--- src/design/sfir_pkg.sv ---
package sfir_pkg;

  // Default tap count
  localparam int TAPS_DEF = 64;

  // Field widths
  localparam int SAMPLE_W = 16;
  localparam int COEF_W   = 16;
  localparam int CIDX_W   = 5;

  // Highest coefficient slot count reachable through the index field
  localparam int CIDX_SLOTS = 1 << CIDX_W;

  // Item kinds
  localparam logic KIND_SAMPLE = 1'b0;
  localparam logic KIND_COEF   = 1'b1;

  // Address width for a memory of the given depth, at least one bit
  function automatic int addr_w(input int depth);
    addr_w = (depth > 1) ? $clog2(depth) : 1;
  endfunction

endpackage

--- src/design/sfir_ram.sv ---
module sfir_ram
  import sfir_pkg::*;
#(
  parameter int WIDTH = 16,
  parameter int DEPTH = 64
) (
  input  logic                      clk,
  input  logic                      we,
  input  logic [addr_w(DEPTH)-1:0]  waddr,
  input  logic [WIDTH-1:0]          wdata,
  input  logic [addr_w(DEPTH)-1:0]  raddr,
  output logic [WIDTH-1:0]          rdata
);

  logic [WIDTH-1:0] mem [DEPTH];
  logic [WIDTH-1:0] rdata_r;

  // One write port, one registered read port
  always_ff @(posedge clk) begin
    if (we) begin
      mem[waddr] <= wdata;
    end
    rdata_r <= mem[raddr];
  end

  assign rdata = rdata_r;

endmodule

--- src/design/symmetric_fir_filter.sv ---
// Linear-phase FIR filter with symmetric Q1.15 coefficients. An input transfer either
// writes one coefficient (kind 1, no result) or delivers one audio sample (kind 0, one
// result). Samples go into a circular delay line held in two copies of a memory, so each
// cycle one mirrored pair (newest with oldest, working inward) is read, pre-added and
// multiplied by its coefficient from a coefficient memory; odd tap counts add the middle
// tap alone. The sum is floored by 2^15 and saturated to 16 bits, with a flag. Each pair
// passes the issue, pre-add, multiply and accumulate stages; the sum is registered as a
// result once the pipeline drains, and a coefficient is written on its transfer. One sample is
// in work at a time; a finished result waits in the output register while the next item
// is taken. Only slots below min(32, (TAPS+1)/2) are writable; coefficients beyond them
// read as zero. Delay line and coefficients read as zero after reset until written.
module symmetric_fir_filter
  import sfir_pkg::*;
#(
  parameter int TAPS = TAPS_DEF
) (
  input  logic                       clk,
  input  logic                       rst_n,
  input  logic                       in_valid,
  output logic                       in_ready,
  input  logic                       in_kind,
  input  logic signed [SAMPLE_W-1:0] in_sample_in,
  input  logic [CIDX_W-1:0]          in_coef_index,
  input  logic signed [COEF_W-1:0]   in_coef_value,
  output logic                       out_valid,
  input  logic                       out_ready,
  output logic signed [SAMPLE_W-1:0] out_filtered_sample,
  output logic                       out_saturated
);

  localparam int NS       = (TAPS + 1) / 2;
  localparam int CSTORE   = (NS < CIDX_SLOTS) ? NS : CIDX_SLOTS;
  localparam int DAW      = addr_w(TAPS);
  localparam int CAW      = addr_w(CSTORE);
  localparam int SW       = addr_w(NS);
  localparam int PAIR_W   = SAMPLE_W + 1;
  localparam int PROD_W   = PAIR_W + COEF_W;
  localparam int ACC_W    = PROD_W + SW + 1;
  localparam int Q_W      = ACC_W - 15;
  localparam bit ODD      = (TAPS % 2) != 0;

  localparam logic signed [Q_W-1:0] QMAX = Q_W'(32767);
  localparam logic signed [Q_W-1:0] QMIN = -Q_W'(32768);

  typedef enum logic [3:0] {
    S_IDLE  = 4'b0001,
    S_RUN   = 4'b0010,
    S_DRAIN = 4'b0100,
    S_FIN   = 4'b1000
  } state_t;

  state_t state_r, state_nxt;

  logic [DAW-1:0]  wp_r, wp_nxt;
  logic            filled_r, filled_nxt;
  logic [DAW-1:0]  ra_r, ra_nxt;
  logic [DAW-1:0]  rb_r, rb_nxt;
  logic [SW-1:0]   step_r, step_nxt;
  logic [CSTORE-1:0] cvld_r;

  // Read pipeline tags
  logic rd_vld_r, rd_va_r, rd_vb_r, rd_vc_r;
  logic pv_r, mv_r;

  logic signed [PAIR_W-1:0] pair_r;
  logic signed [COEF_W-1:0] coef_r;
  logic signed [PROD_W-1:0] prod_r;
  logic signed [ACC_W-1:0]  acc_r;

  logic                       out_valid_r;
  logic signed [SAMPLE_W-1:0] out_sample_r;
  logic                       out_sat_r;

  logic in_xfer, smp_xfer, coef_xfer, issue, last_step, is_mid, fin_go, pipe_busy;
  logic coef_wr;
  logic [SAMPLE_W-1:0] da_rdata, db_rdata;
  logic [COEF_W-1:0]   c_rdata;
  logic signed [Q_W-1:0] q;

  assign in_ready  = (state_r == S_IDLE);
  assign in_xfer   = in_valid && in_ready;
  assign smp_xfer  = in_xfer && (in_kind == KIND_SAMPLE);
  assign coef_xfer = in_xfer && (in_kind == KIND_COEF);
  assign coef_wr   = coef_xfer && (32'(in_coef_index) < NS);

  assign issue     = (state_r == S_RUN);
  assign last_step = (step_r == SW'(NS - 1));
  assign is_mid    = ODD && last_step;
  assign pipe_busy = rd_vld_r || pv_r || mv_r;
  assign fin_go    = (state_r == S_FIN) && (!out_valid_r || out_ready);

  // Delay line, two copies for the two ends of each pair
  sfir_ram #(.WIDTH(SAMPLE_W), .DEPTH(TAPS)) u_dly_a (
    .clk   (clk),
    .we    (smp_xfer),
    .waddr (wp_r),
    .wdata (in_sample_in),
    .raddr (ra_r),
    .rdata (da_rdata)
  );

  sfir_ram #(.WIDTH(SAMPLE_W), .DEPTH(TAPS)) u_dly_b (
    .clk   (clk),
    .we    (smp_xfer),
    .waddr (wp_r),
    .wdata (in_sample_in),
    .raddr (rb_r),
    .rdata (db_rdata)
  );

  // Coefficient memory
  sfir_ram #(.WIDTH(COEF_W), .DEPTH(CSTORE)) u_coef (
    .clk   (clk),
    .we    (coef_wr),
    .waddr (CAW'(in_coef_index)),
    .wdata (in_coef_value),
    .raddr (CAW'(step_r)),
    .rdata (c_rdata)
  );

  // Sequencer
  always_comb begin
    state_nxt  = state_r;
    wp_nxt     = wp_r;
    filled_nxt = filled_r;
    ra_nxt     = ra_r;
    rb_nxt     = rb_r;
    step_nxt   = step_r;
    unique case (state_r)
      S_IDLE: begin
        if (smp_xfer) begin
          state_nxt = S_RUN;
          ra_nxt    = wp_r;
          rb_nxt    = (wp_r == DAW'(TAPS - 1)) ? '0 : wp_r + 1'b1;
          step_nxt  = '0;
        end
      end
      S_RUN: begin
        ra_nxt   = (ra_r == '0) ? DAW'(TAPS - 1) : ra_r - 1'b1;
        rb_nxt   = (rb_r == DAW'(TAPS - 1)) ? '0 : rb_r + 1'b1;
        step_nxt = step_r + 1'b1;
        if (last_step) begin
          state_nxt = S_DRAIN;
        end
      end
      S_DRAIN: begin
        if (!pipe_busy) begin
          state_nxt = S_FIN;
        end
      end
      S_FIN: begin
        if (fin_go) begin
          state_nxt = S_IDLE;
          if (wp_r == DAW'(TAPS - 1)) begin
            wp_nxt     = '0;
            filled_nxt = 1'b1;
          end else begin
            wp_nxt = wp_r + 1'b1;
          end
        end
      end
      default: state_nxt = S_IDLE;
    endcase
  end

  always_ff @(posedge clk) begin
    if (!rst_n) begin
      state_r  <= S_IDLE;
      wp_r     <= '0;
      filled_r <= 1'b0;
      cvld_r   <= '0;
      rd_vld_r <= 1'b0;
      pv_r     <= 1'b0;
      mv_r     <= 1'b0;
    end else begin
      state_r  <= state_nxt;
      wp_r     <= wp_nxt;
      filled_r <= filled_nxt;
      if (coef_wr) begin
        cvld_r[CAW'(in_coef_index)] <= 1'b1;
      end
      rd_vld_r <= issue;
      pv_r     <= rd_vld_r;
      mv_r     <= pv_r;
    end
  end

  always_ff @(posedge clk) begin
    ra_r   <= ra_nxt;
    rb_r   <= rb_nxt;
    step_r <= step_nxt;
  end

  // Issue stage: entry validity, middle tap drops the mirrored read
  always_ff @(posedge clk) begin
    rd_va_r <= filled_r || (ra_r <= wp_r);
    rd_vb_r <= (filled_r || (rb_r <= wp_r)) && !is_mid;
    rd_vc_r <= (32'(step_r) < CSTORE) && cvld_r[CAW'(step_r)];
  end

  // Pre-add stage
  always_ff @(posedge clk) begin
    pair_r <= (rd_va_r ? PAIR_W'($signed(da_rdata)) : '0)
            + (rd_vb_r ? PAIR_W'($signed(db_rdata)) : '0);
    coef_r <= rd_vc_r ? $signed(c_rdata) : '0;
  end

  // Multiply stage
  always_ff @(posedge clk) begin
    prod_r <= PROD_W'(pair_r) * PROD_W'(coef_r);
  end

  // Accumulate
  always_ff @(posedge clk) begin
    if (smp_xfer) begin
      acc_r <= '0;
    end else if (mv_r) begin
      acc_r <= acc_r + ACC_W'(prod_r);
    end
  end

  // Floor by 2^15 (drop the low bits), then saturate
  assign q = acc_r[ACC_W-1:15];

  always_ff @(posedge clk) begin
    if (!rst_n) begin
      out_valid_r <= 1'b0;
    end else if (fin_go) begin
      out_valid_r <= 1'b1;
    end else if (out_ready) begin
      out_valid_r <= 1'b0;
    end
  end

  always_ff @(posedge clk) begin
    if (fin_go) begin
      priority if (q > QMAX) begin
        out_sample_r <= SAMPLE_W'(QMAX);
        out_sat_r    <= 1'b1;
      end else if (q < QMIN) begin
        out_sample_r <= SAMPLE_W'(QMIN);
        out_sat_r    <= 1'b1;
      end else begin
        out_sample_r <= SAMPLE_W'(q);
        out_sat_r    <= 1'b0;
      end
    end
  end

  assign out_valid           = out_valid_r;
  assign out_filtered_sample = out_sample_r;
  assign out_saturated       = out_sat_r;

endmodule
--- config.mk ---
export PLATFORM = sky130hd
export DESIGN_NAME = symmetric_fir_filter
export DESIGN_NICKNAME = d
export VERILOG_FILES = /design/src/design/sfir_pkg.sv /design/src/design/sfir_ram.sv /design/src/design/symmetric_fir_filter.sv
export SDC_FILE = /design/constraint.sdc
export NUM_CORES = 2
export LEC_CHECK = 0
export BUFFER_PORTS_ARGS = -buffer_cell sky130_fd_sc_hd__buf_2
export CORE_ASPECT_RATIO = 0.6
export CORE_MARGIN = 2
export CORE_UTILIZATION = 55
export CTS_CLUSTER_SIZE = 40
export DETAILED_ROUTE_END_ITERATION = 10
export GPL_ROUTABILITY_DRIVEN = 0
export PLACE_DENSITY = 0.8
export SYNTH_ARGS = -nofsm -noshare
export SYNTH_HDL_FRONTEND = slang
export SYNTH_HIERARCHICAL = 1
export SYNTH_SLANG_ARGS = --single-unit
--- constraint.sdc ---
create_clock -name clk -period 20.3 [get_ports clk]
set_input_delay 4.06 -clock clk [delete_from_list [all_inputs] [get_ports clk]]
set_output_delay 4.06 -clock clk [all_outputs]
set_load 0.02 [all_outputs]
==> flow_summary.toml <==
[outcome]
outcome = "finished clean"

[clock_network]
numCtsBuffers = 239
clk_pin_slew_ns = 0.06
h-tree-depth = 4
postCtsSetupBuffers = 0
cts_tree = "built"
ctsHoldBuffers = 0
ctsResizeCount = 0
clock_path_buffers = 4
clockRootBuffer = "clkbuf_16"
clock_latency_ns = 0.91
clock_sinks = 2797

[floorplanning]
core_um2 = 217000
initial_core_util_pct = 55.6
row_count = 132
io-pin-count = 61
die_h_um = 366
dieWidth_um = 608
dieArea_um2 = 223000

[synthesis]
synth_edf_count = 2594
ys_ff_latch = 2797
synth.distinct_cells = 81
synth_ff_type = "edfxtp_1"
synth-adder-area-share_pct = 6.24
synth-simple-area-share_pct = 5.07
async_flop_share_pct = 0
yosysSeqAreaShare_pct = 68.1
synth_mux_area_share_pct = 12.8
synth_top_family_by_area = "multiplexers"
synth_area_per_cell_um2 = 17.4
synth_nets = 7400
synth_area_um2 = 120000
yosys_warnings = 6
syn_inst = 6924
synth-xor-area-share_pct = 0.655
synth_compound_area_share_pct = 4.12

[placement]
placed_cell_area_um2 = 124000
portBuffers = 60
place_inst = 9746
dp_worst_setup_slack_ns = 12.12
dp_hpwl_mm = 179

[timing]
rsz0062_at_grt = "no"
fmax_mhz = 135
fin_crit_sh_pct = 36.4
max_slew_margin_pct = 12.4
finalHoldViolCount = 0
worst_slew_pin_slew_ns = 1.31
finalSetupTns_ns = 0
layout_min_cycle_time_ns = 7.39
fin_skew_ns = 0.0933
setup_ws_ns = 12.91
finalMaxSlewViolations = 0
finalSetupViolCount = 0

[setup_path]
start_kind = "input pin"
arrival_ns = 7.84
worst_ep_required_time_ns = 20.75
critPathMaxFanout = 30
crit_type = "input pin to flop"
endpoint_kind = "flop"

[global_route]
grt_max_degree = 141
grt_pass1_wl_mm = 430
grt_pass1_vias = 64676
overflow = 0
antenna_found_initial = 19
grt_util_all_layers_pct = 26.0

[final_layout]
fin_area_um2 = 132000
fillers = 14850
layout.cells.non_filler = 10187
finalNetCount = 7583
mostFrequentLayoutCell = "edfxtp_1"
drive_gt1_share_pct = 16.0
mostFrequentLayoutCells = "edfxtp_1 (2594), mux4_2 (450), mux2i_1 (450), inv_1 (362), nand2_1 (340)"
syn_to_final_growth_pct = 9.25
postLayoutCoreUtil_pct = 60.7

[route]
routed_wl_mm = 293
vias = 65852
final_antenna_net_count = 0
routed_via_density = 6.46
dr.pass1.iters = 6
drtIter0Drc = 9381
drc = 0
wl_per_cell_um = 28.7

[pwr]
powerDensity_nw_per_um2 = 95.3
ir_drop_v = 0.0000886
p_leak_nw = 45.5

[job]
maxCapViolations = 0

[hold_path]
timing.hold.worst.class = "flop to flop"
==> stage by stage <==
stage / hold WS (ns) / power, mW
global placement: 0.421 / 8.01
CTS: 0.437 / 12.5
floorplan: 0.406 / 7.52
finish: 0.434 / 12.5
detailed placement: 0.422 / 8.05
global route: 0.447 / 12.9
==> cells by family after synthesis <==
logic type,count (synthesis)
XOR/XNOR,90
flip-flops,2797
buffers and inverters,705
adder cells (fa/ha/maj),434
AND/OR/NAND/NOR,1231
multiplexers,963
AO/OA/AOI/OAI,704
==> Yosys cell counts (20+ instances only) <==
| master | count | area, um^2 |
|---|---|---|
| inv_1 | 363 | 1360 |
| mux4_2 | 450 | 10100 |
| nor3_1 | 38 | 190 |
| a31oi_1 | 35 | 219 |
| a211o_1 | 20 | 175 |
| a21oi_1 | 137 | 686 |
| nor2b_1 | 76 | 475 |
| nand3_1 | 110 | 551 |
| buf_2 | 92 | 460 |
| edfxtp_1 | 2594 | 77900 |
| xor2_1 | 20 | 175 |
| clkbuf_1 | 123 | 462 |
| mux2i_1 | 450 | 4500 |
| fa_1 | 278 | 5570 |
| a211oi_1 | 29 | 218 |
| nand4_1 | 50 | 313 |
| xnor2_1 | 70 | 613 |
| and2_1 | 186 | 1160 |
| o21ai_0 | 57 | 285 |
| nand3b_1 | 23 | 173 |
| buf_6 | 40 | 450 |
| dfxtp_1 | 203 | 4060 |
| nor2_1 | 294 | 1100 |
| ha_1 | 156 | 1950 |
| nand2_1 | 340 | 1280 |
| a21o_1 | 40 | 300 |
| buf_4 | 45 | 338 |
| a22o_1 | 44 | 385 |
| nand2b_1 | 33 | 206 |
| o21a_1 | 54 | 405 |
| mux2_2 | 55 | 619 |
| a22oi_1 | 147 | 1100 |
| a221oi_1 | 32 | 280 |
==> sequential cells by signal, summed over array words and instances, names as in the netlist, 17 cells and up <==
signal       count
acc_r           39
u_dly_b/mem   1024
u_coef/mem     512
u_dly_a/mem   1024
cvld_r          32
prod_r          33
pair_r          17
==> metal layers <==
| metal | share of wire (%) | GRT usage [%] | wire [um] | up-vias |
|---|---|---|---|---|
| met5 | 0.039 | 0 | 113 | - |
| met4 | 2.3 | 5.84 | 6790 | 14 |
| met3 | 15 | 8.61 | 43100 | 530 |
| met2 | 43 | 37.0 | 126000 | 4678 |
| met1 | 40 | 39.1 | 117000 | 33602 |
| li1 | - | - | - | 27028 |
==> final timing paths <==
| check | start | to | slack (ns) | cells after the start |
|---|---|---|---|---|
| hold reg to reg | u_coef/rdata[14]$_DFF_P_ | coef_r[14]$_SDFF_PN0_ | 0.43 | 1 |
| setup / recovery | in_valid | u_dly_b/mem[38][5]$_DFFE_PP_ | 12.91 | 8 |
| setup reg to reg | coef_r[1]$_SDFF_PN0_ | prod_r[31]$_DFF_P_ | 13.16 | 22 |
| hold / removal | u_coef/rdata[14]$_DFF_P_ | coef_r[14]$_SDFF_PN0_ | 0.43 | 1 |
==> where the power goes <==
part | leakage, nW | switching, mW | internal (mW) | total (mW)
Combinational | 16.8 | 0.950 | 0.523 | 1.47
Sequential | 25.0 | 0.134 | 6.39 | 6.52
Clock | 3.72 | 2.04 | 2.51 | 4.54
==> critical path, stage by stage <==
cell	delay, ns
buf_2	0.10
nand2_1	0.05
or2_2	0.52
inv_2	0.56
buf_4	0.43
nor2b_1	0.36
nand3_1	0.57
nor2_1	1.15
==> layout make-up <==
class | count | area (um^2) | area share, %
Sequential cell | 2797 | 82000 | 62.3
Inverter | 363 | 1360 | 1.04
Clock inverter | 135 | 1280 | 0.972
Tap cell | 2881 | 3600 | 2.74
Clock buffer | 297 | 6320 | 4.81
Antenna cell | 8 | 20.0 | 0.0152
Timing Repair Buffer | 284 | 2110 | 1.61
Multi-Input combinational cell | 3422 | 34900 | 26.5
(Power assumes the default switching activity.)
